[src/rtl/core/first_fit_block_allocator_defines.svh]
// assertion macros used by the allocator controller rtl
`ifndef FIRST_FIT_BLOCK_ALLOCATOR_DEFINES_SVH
`define FIRST_FIT_BLOCK_ALLOCATOR_DEFINES_SVH

// same-cycle implication
`define FFBA_ASSERT_IMP(name, clk, rst, ante, cons) \
   name: assert property (@(posedge clk) disable iff (rst) (ante) |-> (cons)) \
      else $error("allocator check failed");

// next-cycle implication
`define FFBA_ASSERT_NXT(name, clk, rst, ante, cons) \
   name: assert property (@(posedge clk) disable iff (rst) (ante) |=> (cons)) \
      else $error("allocator check failed");

`endif

[src/rtl/core/ffba_pkg.sv]
package ffba_pkg;

   localparam int MAX_BLOCKS_DEF = 64;
   localparam int ADDR_BITS_DEF  = 16;

   localparam int LEN_BITS     = 17;
   localparam int OWNER_BITS   = 8;
   localparam int FADDR_BITS   = 16;
   localparam int RADDR_BITS   = 16;
   localparam int STATUS_BITS  = 2;
   localparam int CSR_IDX_BITS = 2;

   localparam logic [LEN_BITS-1:0] HEAP_LIMIT      = 17'd65536;
   localparam logic [LEN_BITS-1:0] MIN_SPLIT_RESET = 17'd16;

   localparam logic [CSR_IDX_BITS-1:0] REG_HEAP      = 2'd0;
   localparam logic [CSR_IDX_BITS-1:0] REG_MIN_SPLIT = 2'd1;

   localparam logic REQ_ALLOC = 1'b0;
   localparam logic REQ_FREE  = 1'b1;

   typedef enum logic [STATUS_BITS-1:0] {
      RSP_OK        = 2'd0,
      RSP_NO_FIT    = 2'd1,
      RSP_NOT_FOUND = 2'd2
   } status_type;

   typedef struct packed {
      logic                  req_type;
      logic [LEN_BITS-1:0]   req_size;
      logic [OWNER_BITS-1:0] user_id;
      logic [FADDR_BITS-1:0] free_addr;
   } req_beat_type;

   typedef struct packed {
      logic [STATUS_BITS-1:0] status;
      logic [RADDR_BITS-1:0]  result_addr;
      logic [LEN_BITS-1:0]    used_bytes;
      logic [LEN_BITS-1:0]    free_bytes;
   } rsp_beat_type;

   typedef struct packed {
      logic                  valid;
      logic                  is_free;
      logic [LEN_BITS-1:0]   len;
      logic [OWNER_BITS-1:0] owner;
   } slot_type;

   typedef struct packed {
      logic shift;
      logic init;
   } chain_ctl_type;

endpackage

[src/rtl/core/first_fit_block_allocator.sv]
// an accepted start scans the whole cell chain, then raises the rsp_valid strobe
// a new request is taken only after the previous one ends, as its scan is one full rotation of the cell chain
// busy is high while the cell chain is scanned; start is taken again in the strobe cycle
// the result strobe lasts one cycle and cannot be stalled
// synchronous reset: one free block of 65536 bytes at address 0, min split 16
// a heap_bytes write restarts the heap as one free block at address 0 of the written size, clamped to 1..65536
module first_fit_block_allocator #(
   parameter int MAX_BLOCKS = ffba_pkg::MAX_BLOCKS_DEF,
   parameter int ADDR_BITS  = ffba_pkg::ADDR_BITS_DEF
) (
   input  logic                              clock,
   input  logic                              reset,
   input  logic                              start,
   output logic                              busy,
   input  ffba_pkg::req_beat_type            req_beat,
   output logic                              rsp_valid,
   output ffba_pkg::rsp_beat_type            rsp_beat,
   input  logic                              csr_we,
   input  logic [ffba_pkg::CSR_IDX_BITS-1:0] csr_index,
   input  logic [ffba_pkg::LEN_BITS-1:0]     csr_wdata
);

   logic [ADDR_BITS-1:0]        cell_base [MAX_BLOCKS];
   ffba_pkg::slot_type          cell_slot [MAX_BLOCKS];
   logic [ADDR_BITS-1:0]        tail_base;
   ffba_pkg::slot_type          tail_slot;
   ffba_pkg::chain_ctl_type     chain_ctl;
   logic [ffba_pkg::LEN_BITS-1:0] init_len;

   ffba_ctrl #(
      .MAX_BLOCKS (MAX_BLOCKS),
      .ADDR_BITS  (ADDR_BITS)
   ) u_ctrl (
      .clock     (clock),
      .reset     (reset),
      .start     (start),
      .busy      (busy),
      .req_beat  (req_beat),
      .rsp_valid (rsp_valid),
      .rsp_beat  (rsp_beat),
      .csr_we    (csr_we),
      .csr_index (csr_index),
      .csr_wdata (csr_wdata),
      .head_base (cell_base[0]),
      .head_slot (cell_slot[0]),
      .tail_base (tail_base),
      .tail_slot (tail_slot),
      .chain_ctl (chain_ctl),
      .init_len  (init_len)
   );

   for (genvar i = 0; i < MAX_BLOCKS; i++) begin : g_cell
      logic [ADDR_BITS-1:0] nb_base;
      ffba_pkg::slot_type   nb_slot;
      ffba_pkg::slot_type   init_slot;

      if (i == MAX_BLOCKS - 1) begin : g_tail
         assign nb_base = tail_base;
         assign nb_slot = tail_slot;
      end else begin : g_mid
         assign nb_base = cell_base[i+1];
         assign nb_slot = cell_slot[i+1];
      end

      // entry 0 holds the whole heap after init, the rest are empty
      if (i == 0) begin : g_first
         assign init_slot = '{valid: 1'b1, is_free: 1'b1, len: init_len, owner: '0};
      end else begin : g_rest
         assign init_slot = '0;
      end

      ffba_cell #(
         .ADDR_BITS (ADDR_BITS)
      ) u_cell (
         .clock     (clock),
         .chain_ctl (chain_ctl),
         .init_base ('0),
         .init_slot (init_slot),
         .in_base   (nb_base),
         .in_slot   (nb_slot),
         .out_base  (cell_base[i]),
         .out_slot  (cell_slot[i])
      );
   end

endmodule

[src/rtl/core/ffba_cell.sv]
module ffba_cell #(
   parameter int ADDR_BITS = ffba_pkg::ADDR_BITS_DEF
) (
   input  logic                     clock,
   input  ffba_pkg::chain_ctl_type  chain_ctl,
   input  logic [ADDR_BITS-1:0]     init_base,
   input  ffba_pkg::slot_type       init_slot,
   input  logic [ADDR_BITS-1:0]     in_base,
   input  ffba_pkg::slot_type       in_slot,
   output logic [ADDR_BITS-1:0]     out_base,
   output ffba_pkg::slot_type       out_slot
);

   logic [ADDR_BITS-1:0] base_ff;
   logic [ADDR_BITS-1:0] base_in;
   ffba_pkg::slot_type   slot_ff;
   ffba_pkg::slot_type   slot_in;

   always_comb begin
      base_in = base_ff;
      slot_in = slot_ff;
      if (chain_ctl.init) begin
         base_in = init_base;
         slot_in = init_slot;
      end else if (chain_ctl.shift) begin
         base_in = in_base;
         slot_in = in_slot;
      end
   end

   always_ff @(posedge clock) begin
      base_ff <= base_in;
      slot_ff <= slot_in;
   end

   assign out_base = base_ff;
   assign out_slot = slot_ff;

endmodule

[src/rtl/core/ffba_ctrl.sv]
`include "first_fit_block_allocator_defines.svh"

module ffba_ctrl #(
   parameter int MAX_BLOCKS = ffba_pkg::MAX_BLOCKS_DEF,
   parameter int ADDR_BITS  = ffba_pkg::ADDR_BITS_DEF
) (
   input  logic                                 clock,
   input  logic                                 reset,
   input  logic                                 start,
   output logic                                 busy,
   input  ffba_pkg::req_beat_type               req_beat,
   output logic                                 rsp_valid,
   output ffba_pkg::rsp_beat_type               rsp_beat,
   input  logic                                 csr_we,
   input  logic [ffba_pkg::CSR_IDX_BITS-1:0]    csr_index,
   input  logic [ffba_pkg::LEN_BITS-1:0]        csr_wdata,
   input  logic [ADDR_BITS-1:0]                 head_base,
   input  ffba_pkg::slot_type                   head_slot,
   output logic [ADDR_BITS-1:0]                 tail_base,
   output ffba_pkg::slot_type                   tail_slot,
   output ffba_pkg::chain_ctl_type              chain_ctl,
   output logic [ffba_pkg::LEN_BITS-1:0]        init_len
);

   localparam int SW = $clog2(MAX_BLOCKS);
   localparam int CW = $clog2(MAX_BLOCKS + 1);
   localparam int LW = ffba_pkg::LEN_BITS;

   typedef enum logic [1:0] {
      ST_IDLE = 2'b01,
      ST_SCAN = 2'b10
   } state_type;

   state_type              state_ff, state_in;
   logic [SW-1:0]          step_ff, step_in;
   logic [CW-1:0]          count_ff, count_in;
   logic [LW-1:0]          used_ff, used_in;
   logic [LW-1:0]          heap_ff, heap_in;
   logic [LW-1:0]          msplit_ff, msplit_in;
   ffba_pkg::req_beat_type req_ff, req_in;
   logic                   found_ff, found_in;
   logic                   pend_ff, pend_in;
   logic [ADDR_BITS-1:0]   pend_base_ff, pend_base_in;
   logic [LW-1:0]          pend_len_ff, pend_len_in;
   logic [ADDR_BITS-1:0]   raddr_ff, raddr_in;
   logic                   rsp_valid_ff, rsp_valid_in;
   ffba_pkg::rsp_beat_type rsp_ff, rsp_in;

   logic          scanning;
   logic          accept;
   logic          step_last;
   logic          heap_wr;
   logic [LW-1:0] heap_clamp;
   logic          fit;
   logic          hit_free;
   logic [LW-1:0] rem;
   logic          do_split;
   logic          append;
   logic [LW-1:0] grant_len;

   assign scanning  = (state_ff == ST_SCAN);
   assign busy      = scanning;
   assign accept    = start && !busy;
   assign step_last = (step_ff == SW'(MAX_BLOCKS - 1));
   assign heap_wr   = csr_we && (csr_index == ffba_pkg::REG_HEAP);

   always_comb begin
      heap_clamp = csr_wdata;
      if (csr_wdata == '0) begin
         heap_clamp = LW'(1);
      end else if (csr_wdata > ffba_pkg::HEAP_LIMIT) begin
         heap_clamp = ffba_pkg::HEAP_LIMIT;
      end
   end

   assign chain_ctl.init  = reset || heap_wr;
   assign chain_ctl.shift = scanning;
   assign init_len        = reset ? ffba_pkg::HEAP_LIMIT : heap_clamp;

   // head cell evaluation
   assign fit = scanning && !found_ff && head_slot.valid && head_slot.is_free
                && (req_ff.req_type == ffba_pkg::REQ_ALLOC)
                && (req_ff.req_size != '0) && (head_slot.len >= req_ff.req_size);
   assign hit_free = scanning && !found_ff && head_slot.valid && !head_slot.is_free
                     && (req_ff.req_type == ffba_pkg::REQ_FREE)
                     && (32'(head_base) == 32'(req_ff.free_addr));
   assign rem       = head_slot.len - req_ff.req_size;
   assign do_split  = fit && (rem != '0) && (rem >= msplit_ff)
                      && (count_ff < CW'(MAX_BLOCKS));
   assign append    = scanning && pend_ff && (CW'(step_ff) == count_ff);
   assign grant_len = do_split ? req_ff.req_size : head_slot.len;

   always_comb begin
      tail_base = head_base;
      tail_slot = head_slot;
      if (fit) begin
         tail_slot.is_free = 1'b0;
         tail_slot.owner   = req_ff.user_id;
         tail_slot.len     = grant_len;
      end else if (hit_free) begin
         tail_slot.is_free = 1'b1;
         tail_slot.owner   = '0;
      end else if (append) begin
         tail_base         = pend_base_ff;
         tail_slot.valid   = 1'b1;
         tail_slot.is_free = 1'b1;
         tail_slot.len     = pend_len_ff;
         tail_slot.owner   = '0;
      end
   end

   always_comb begin
      state_in     = state_ff;
      step_in      = step_ff;
      count_in     = count_ff;
      used_in      = used_ff;
      heap_in      = heap_ff;
      msplit_in    = msplit_ff;
      req_in       = req_ff;
      found_in     = found_ff;
      pend_in      = pend_ff;
      pend_base_in = pend_base_ff;
      pend_len_in  = pend_len_ff;
      raddr_in     = raddr_ff;
      rsp_valid_in = 1'b0;
      rsp_in       = rsp_ff;

      if (accept) begin
         state_in = ST_SCAN;
         step_in  = '0;
         req_in   = req_beat;
         found_in = 1'b0;
         pend_in  = 1'b0;
         raddr_in = '0;
      end

      if (scanning) begin
         step_in  = step_ff + SW'(1);
         found_in = found_ff || fit || hit_free;
         if (fit) begin
            raddr_in = head_base;
            used_in  = used_ff + grant_len;
         end else if (hit_free) begin
            used_in = used_ff - head_slot.len;
         end
         if (do_split) begin
            pend_in      = 1'b1;
            pend_base_in = head_base + ADDR_BITS'(req_ff.req_size);
            pend_len_in  = rem;
         end
         if (step_last) begin
            state_in           = ST_IDLE;
            count_in           = count_ff + CW'(pend_ff);
            rsp_valid_in       = 1'b1;
            rsp_in.result_addr = ffba_pkg::RADDR_BITS'(fit ? head_base : raddr_ff);
            rsp_in.used_bytes  = used_in;
            rsp_in.free_bytes  = heap_ff - used_in;
            if (found_ff || fit || hit_free) begin
               rsp_in.status = ffba_pkg::RSP_OK;
            end else if (req_ff.req_type == ffba_pkg::REQ_ALLOC) begin
               rsp_in.status = ffba_pkg::RSP_NO_FIT;
            end else begin
               rsp_in.status = ffba_pkg::RSP_NOT_FOUND;
            end
         end
      end

      if (heap_wr) begin
         heap_in  = heap_clamp;
         used_in  = '0;
         count_in = CW'(1);
      end
      if (csr_we && (csr_index == ffba_pkg::REG_MIN_SPLIT)) begin
         msplit_in = csr_wdata;
      end
   end

   always_ff @(posedge clock) begin
      if (reset) begin
         state_ff     <= ST_IDLE;
         step_ff      <= '0;
         count_ff     <= CW'(1);
         used_ff      <= '0;
         heap_ff      <= ffba_pkg::HEAP_LIMIT;
         msplit_ff    <= ffba_pkg::MIN_SPLIT_RESET;
         found_ff     <= 1'b0;
         pend_ff      <= 1'b0;
         rsp_valid_ff <= 1'b0;
      end else begin
         state_ff     <= state_in;
         step_ff      <= step_in;
         count_ff     <= count_in;
         used_ff      <= used_in;
         heap_ff      <= heap_in;
         msplit_ff    <= msplit_in;
         found_ff     <= found_in;
         pend_ff      <= pend_in;
         rsp_valid_ff <= rsp_valid_in;
      end
   end

   always_ff @(posedge clock) begin
      req_ff       <= req_in;
      pend_base_ff <= pend_base_in;
      pend_len_ff  <= pend_len_in;
      raddr_ff     <= raddr_in;
      rsp_ff       <= rsp_in;
   end

   assign rsp_valid = rsp_valid_ff;
   assign rsp_beat  = rsp_ff;

   `FFBA_ASSERT_NXT(a_accept_scan, clock, reset, accept, scanning && step_ff == '0)
   `FFBA_ASSERT_IMP(a_rsp_after_last, clock, reset, rsp_valid_ff, $past(scanning && step_last))
   `FFBA_ASSERT_IMP(a_used_in_heap, clock, reset, 1'b1, used_ff <= heap_ff)
   `FFBA_ASSERT_IMP(a_count_range, clock, reset, 1'b1, count_ff != '0 && count_ff <= CW'(MAX_BLOCKS))

endmodule
[config.mk]
export PLATFORM = sky130hd
export DESIGN_NAME = first_fit_block_allocator
export DESIGN_NICKNAME = d
export VERILOG_FILES = /design/src/rtl/core/ffba_pkg.sv /design/src/rtl/core/first_fit_block_allocator.sv /design/src/rtl/core/ffba_cell.sv /design/src/rtl/core/ffba_ctrl.sv
export VERILOG_INCLUDE_DIRS = /design/src /design/src/rtl/core
export SDC_FILE = /design/constraint.sdc
export NUM_CORES = 2
export LEC_CHECK = 0
export CAP_MARGIN = 20
export CELL_PAD_IN_SITES_DETAIL_PLACEMENT = 1
export CELL_PAD_IN_SITES_GLOBAL_PLACEMENT = 2
export CORE_UTILIZATION = 30
export CTS_CLUSTER_DIAMETER = 50
export CTS_CLUSTER_SIZE = 25
export DETAILED_ROUTE_END_ITERATION = 8
export DONT_BUFFER_PORTS = 1
export PLACE_DENSITY_LB_ADDON = 0.25
export SYNTH_ARGS = -nofsm -noshare
export SYNTH_HDL_FRONTEND = slang
export SYNTH_SLANG_ARGS = --single-unit
[constraint.sdc]
create_clock -name clock -period 17 [get_ports clock]
set_input_delay 3.4 -clock clock [delete_from_list [all_inputs] [get_ports clock]]
set_output_delay 3.4 -clock clock [all_outputs]
set_load 0.02 [all_outputs]
# [After elaboration in Yosys (flattened, before gate mapping)]
# Cells that the tools add are included.
[word_totals] register_bits=2964 latch_bits=0 ram_bits=0 romBits=0 in_bits=65 out_inout_bits=54 mem_count=0
[classes] addsub=7 mul=0 n_div=0 magnitude_cmp=4 eq_ne=5 shifts=0 muxes=35 n_bitwise=2 reduce_logical=33
[ops] op="$mux 17" count=8
[ops] op="$mux 16" count=7
[ops] op="$sub 17x17->17" count=3
[ops] op="$mux 25" count=2
[ops] op="$ge 17x17->1" count=2
[ops] op="$reduce_bool 17->1" count=2
[ops] op="$mux 27" count=1
[ops] op="$mux 26" count=1
[ops] op="$add 17x17->17" count=1
[ops] op="$gt 17x17->1 const B" count=1
[ops] op="$logic_and 1x1->1" count=17
[ops] op="$logic_not 17->1" count=1
[ops] op="$add 16x16->16" count=1
[ops] op="$eq 16x16->1" count=1
[ops] op="$mux 6" count=2
[ops] op="$mux 1" count=9
[ops] op="$mux 2" count=4
[ops] op="$mux 8" count=1
[ops] op="$add 7x1->7" count=1
[ops] op="$eq 6x7->1" count=1
[ops] op="$lt 7x7->1 const B" count=1
[ops] op="$add 6x1->6 const B" count=1
[ops] op="$eq 6x6->1 const B" count=1
[ops] op="$reduce_and 2->1" count=2
[ops] op="other kinds (8)" count=15

# [Longest topological paths before layout]
[depth] word_depth=15 depth_mapped=44 mapped_depth_nobuf=43

# [By module]
# From an unflattened synthesis, not the netlist that was laid out.
[unflattened] cells_unflattened=7236 area_unflattened_um2=142150.1
[modules_own_cells] module="ffba_cell" instances=64 cells_per_inst=92 area_each_um2=2019.4 seq_area_each_um2=1291.2
[modules_own_cells] module="ffba_ctrl" instances=1 cells_per_inst=1346 area_each_um2=12898.6 seq_area_each_um2=5515.3
[modules_own_cells] module="first_fit_block_allocator" instances=1 cells_per_inst=2 area_each_um2=7.5 seq_area_each_um2=0.0

# [Worst setup path after synthesis]
# No wires, ideal clock.
[synth_path] path_kind="register to register" from="reg u_ctrl.req_ff[24] in the netlist's numbering" to="reg u_ctrl.rsp_ff (netlist bit u_ctrl.rsp_beat[16]), data pin" setup_time_ns=0.258 arrival_time_ns=8.476 required_time_ns=16.742 path_slack_ns=8.266 stages_incl_launch_ff=44 period_less_slack_ns=8.734 path_cell_list="edfxtp_1 > ha_1 > fa_1 > nand2b_1 > a21oi_1 > o211a_1 > o2111ai_1 > o211a_1 > or3_1 > ha_1 > nand4_1 > a211oi_1 > a21oi_1 > o21ai_0 > a21oi_1 > a211oi_1 > nand2_1 > inv_2 > (+8 left out) > a21boi_0 > o21ai_0 > nand2_1 > xor2_1 > o21ai_0 > ha_1 > or3_1 > o21ai_0 > a21oi_1 > nand4_1 > nand3_1 > nor4_1 > nor4_1 > o21a_1 > o21ai_0 > nand2b_1 > nand3_1 > xnor2_1"
[synth_via] elab_cells_between_ends=15 classes_between="add/sub (3); order compare (2); mux (3); reduce/logical (7)"
[synth_rtl] element="start: declaration" line_no="ffba_ctrl.sv:40" rtl="ffba_pkg::req_beat_type req_ff, req_in;"
[synth_rtl] element="start signal: assignment" line_no="ffba_ctrl.sv:203" rtl="req_ff <= req_in;"
[synth_rtl] element="$sub 17x17->17 (*)" line_no="ffba_ctrl.sv:87" rtl="assign rem = head_slot.len - req_ff.req_size;"
[synth_rtl] element="named net u_ctrl.rem[16]" line_no="ffba_ctrl.sv:56" rtl="logic [LW-1:0] rem;"
[synth_rtl] element="parallel branches: the longest is 2 deep, another holds $ge 17x17->1"
[synth_rtl] element="$logic_and 1x1->1 (*)" line_no="ffba_ctrl.sv:88" rtl="assign do_split = fit && (rem != '0) && (rem >= msplit_ff)"
[synth_rtl] element="$logic_and 1x1->1 (*)" line_no="ffba_ctrl.sv:89" rtl="&& (count_ff < CW'(MAX_BLOCKS));"
[synth_rtl] element="$mux 17 (*)" line_no="ffba_ctrl.sv:91" rtl="assign grant_len = do_split ? req_ff.req_size : head_slot.len;"
[synth_rtl] element="$add 17x17->17 (*)" line_no="ffba_ctrl.sv:142" rtl="used_in = used_ff + grant_len;"
[synth_rtl] element="$mux 17 (*)" line_no="ffba_ctrl.sv:140" rtl="if (fit) begin"
[synth_rtl] element="$mux 17 (*)" line_no="ffba_ctrl.sv:137" rtl="if (scanning) begin"
[synth_rtl] element="$sub 17x17->17 (*)" line_no="ffba_ctrl.sv:157" rtl="rsp_in.free_bytes = heap_ff - used_in;"
[synth_rtl] element="end signal: assignment" line_no="ffba_ctrl.sv:207" rtl="rsp_ff <= rsp_in;"
[synth_rtl] element="end: declaration" line_no="ffba_ctrl.sv:47" rtl="ffba_pkg::rsp_beat_type rsp_ff, rsp_in;"
# Mark *: on every way through the listed nets, which the timed path passes. The select of a mux whose other input is x is not followed.
# A chain may end at the register's enable or synchronous reset.

# [Worst setup path after layout]
# Ends and elaborated chain as after synthesis.

==> run_results.csv <==
group,metric,value,unit
outcome,status,"complete, no violations",
critical_path,critPathMostFrequentCell,"o21ai_0",
clock_tree,numCtsBuffers,203,
critical_path,cp.required,17.60,ns
detailed_routing,antenna_left,0,
sta,finalSetupViolCount,0,
sta,skew,0.0343,ns
synth,synth_edf_count,136,
cells_and_area,nNetsFinal,6190,
synth,synth.distinct_cells,75,
synth,synth_cells,6297,
placement,portBuffers,0,
floorplan,dieHeight,514,um
cells_and_area,layout_commonest_cell,"dfxtp_1",
clock_tree,cts_num_sinks,2444,
clock_tree,cts_resized,0,
sta,fin_crit_sh,60.2,%
clock_tree,clock_latency,0.84,ns
critical_path,cp_max_fo,52,
critical_path,worstSetupPathType,"flop to flop",
clock_tree,cts_setup_buffers,0,
global_route,track_usage,12.1,%
clock_tree,hold_buffers,0,
sta,layout_setup_ws,6.76,ns
synth,synth_warnings,0,
cells_and_area,fin_util,34.3,%
flow_run,cap_violations,0,
clock_tree,clockBufferDepth,3,
pwr,p_total,11.3,mW
pwr,irDropWorstVdd,0.000114,V
critical_path,end_kind,"flop",
clock_tree,cts-root-buf,"clkbuf_16",
placement,dpl_cell_area,81700,um2
placement,place.gp.congestion,0.806,
sta,worstMarginPinSlew,1.17,ns
sta,slew_headroom,22.0,%
detailed_routing,routed-via-count,48355,
clock_tree,h-tree-depth,4,
floorplan,ios,119,
cells_and_area,layout_common_cells,"dfxtp_1 (2308), a22o_1 (2212), clkbuf_16 (209)",
critical_path,critPathMaxStageDelay,0.58,ns
floorplan,initial_core_util,30.3,%
cells_and_area,drive_above_1_share,7.60,%
synth,syn_nets,6467,
pwr,leakagePower,33.9,nW
global_route,antenna_found_initial,10,
sta,tns,0,ns
global_route,grt_first_pass_wirelength,270000,um
placement,place_ws,6.87,ns
synth,ys_seq_area_share,63.9,%
sta,fin_crit,10.24,ns
detailed_routing,drt-vias-per-instance,4.98,
critical_path,crit_slowest_cell,"buf_4",
synth,async_flop_share,0,%
sta,slew_viol_final,0,
clock_tree,cts_tree,"done",
global_route,overflow,0,
placement,hpwl,91800,um
floorplan,fp-row-count,187,
synth,syn_avg_cell_area,12.5,um2
pwr,p_per_area,127,nW/um2
cells_and_area,design_area,89300,um2
detailed_routing,drtIter0Drc,2941,
detailed_routing,drt-pass1-iter-count,7,
critical_path,start_kind,"flop",
floorplan,die_w,514,um
critical_path,critPathArrivalTime,10.83,ns
synth,synth.ff_latch_count,2444,
sta,report.final.hold_viol_count,0,
global_route,grt_pass1_vias,49151,
detailed_routing,wl_per_cell,16.8,um
synth,synthFlopType,"dfxtp_1",
detailed_routing,routed_wl,163000,um
sta,rsz0062_at_grt,"no",
detailed_routing,drc_errors,0,
floorplan,core-area,260000,um2
floorplan,dieArea,265000,um2
min_path,hp-class,"flop to flop",
synth,synthesis.area,78700,um2
cells_and_area,area_delta_synth_final,13.5,%
global_route,grt_max_degree,241,
clock_tree,path_clk_slew,0.07,ns
sta,clock.fmax,0.0977,GHz
kinds of logic (layout without fill, tap and decap cells):
kind of cell               count (synthesis)  count (layout)  synth area share [%]
and+or+nand+nor                          435             435                  2.63
buffers and inverters                    650             553                  3.10
adders and majority gates                105             105                  1.72
AOI/OAI and AO/OA                       2541            2541                  27.2
DFF                                     2444            2444                  63.9
muxes                                     40              40                 0.551
other                                      0               9                     0
xor gates and xnor gates                  82              82                 0.912
layout make-up:
| class | count | area, um2 |
|---|---|---|
| repair buffers | 50 | 583 |
| clock buffers | 228 | 5420 |
| fillers | 27470 | 171000 |
| well taps | 3496 | 4370 |
| inverters | 118 | 443 |
| clock inverters | 157 | 2150 |
| multi-input cells | 3203 | 26100 |
| diodes | 9 | 22.5 |
| flip-flops and latches | 2444 | 50300 |
where the power goes:
group          leakage [nW]  total [mW]  internal [mW]  switching [mW]
Sequential             19.8        5.80           5.79          0.0137
Clock                  3.66        5.15           2.71            2.44
Combinational          10.4       0.365         0.0885           0.276
critical path, delay by kind of cell (launching register included):
family	cells	cell delay (ns)
fa+ha+maj	6	1.96
buf+inv	5	1.07
compound gates	19	4.20
xor+xnor	2	0.21
simple gates	9	1.81
mux	1	0.14
flops	1	0.57
through the flow:
stage	hold WS, ns	instances
finish	0.451	9705
global route	0.471	9701
CTS	0.451	9694
detailed placement	0.444	9309
global placement	0.437	9307
floorplan	0.426	6297
sequential cells by signal (all words and copies together), names as in the netlist:
| signal | flops |
|---|---|
| u_ctrl.msplit_ff | 17 |
| u_ctrl.pend_base_ff | 16 |
| u_ctrl.count_ff | 7 |
| u_ctrl.used_ff | 17 |
| u_ctrl.rsp_valid | 1 |
| u_ctrl.raddr_ff | 16 |
| u_ctrl.state_ff | 2 |
| u_ctrl.step_ff | 6 |
| u_ctrl.rsp_beat | 52 |
| u_ctrl.pend_ff | 1 |
| g_cell.u_cell.out_base | 1024 |
| g_cell.u_cell.out_slot | 1216 |
| u_ctrl.req_ff | 34 |
| u_ctrl.pend_len_ff | 17 |
| u_ctrl.found_ff | 1 |
| u_ctrl.heap_ff | 17 |
routing by layer:
layer	track usage [%]	vias up	wire, um
met5	0	-	0
met4	3.89	0	4390
met3	2.32	285	5310
met2	18.7	413	72500
met1	17.0	24174	81300
li1	-	23483	-
path summary, 6_finish.rpt:
check | from | slack [ns] | depth (start not counted) | end
setup / recovery | u_ctrl.req_ff[24] | 6.76 | 42 | u_ctrl.rsp_beat[16]
hold / removal | u_ctrl.msplit_ff[16] | 0.45 | 2 | u_ctrl.msplit_ff[16]
setup reg to reg | u_ctrl.req_ff[24] | 6.76 | 42 | u_ctrl.rsp_beat[16]
hold reg to reg | u_ctrl.msplit_ff[16] | 0.45 | 2 | u_ctrl.msplit_ff[16]
Yosys cell counts (21+ instances only):
master	instances	area, um2
o21ai_0	73	365
inv_1	115	432
a22o_1	2212	19400
xnor2_1	51	447
dfxtp_1	2308	46200
ha_1	100	1250
a211oi_1	23	173
a21oi_1	106	531
nor2_1	122	458
buf_1	21	78.8
nand3_1	26	130
nand2_1	141	529
a21o_1	21	158
xor2_1	31	272
edfxtp_1	136	4080
mux2i_1	22	220
clkbuf_1	510	1910
o211ai_1	29	218
Note: power is estimated with default switching activity, not from simulation.
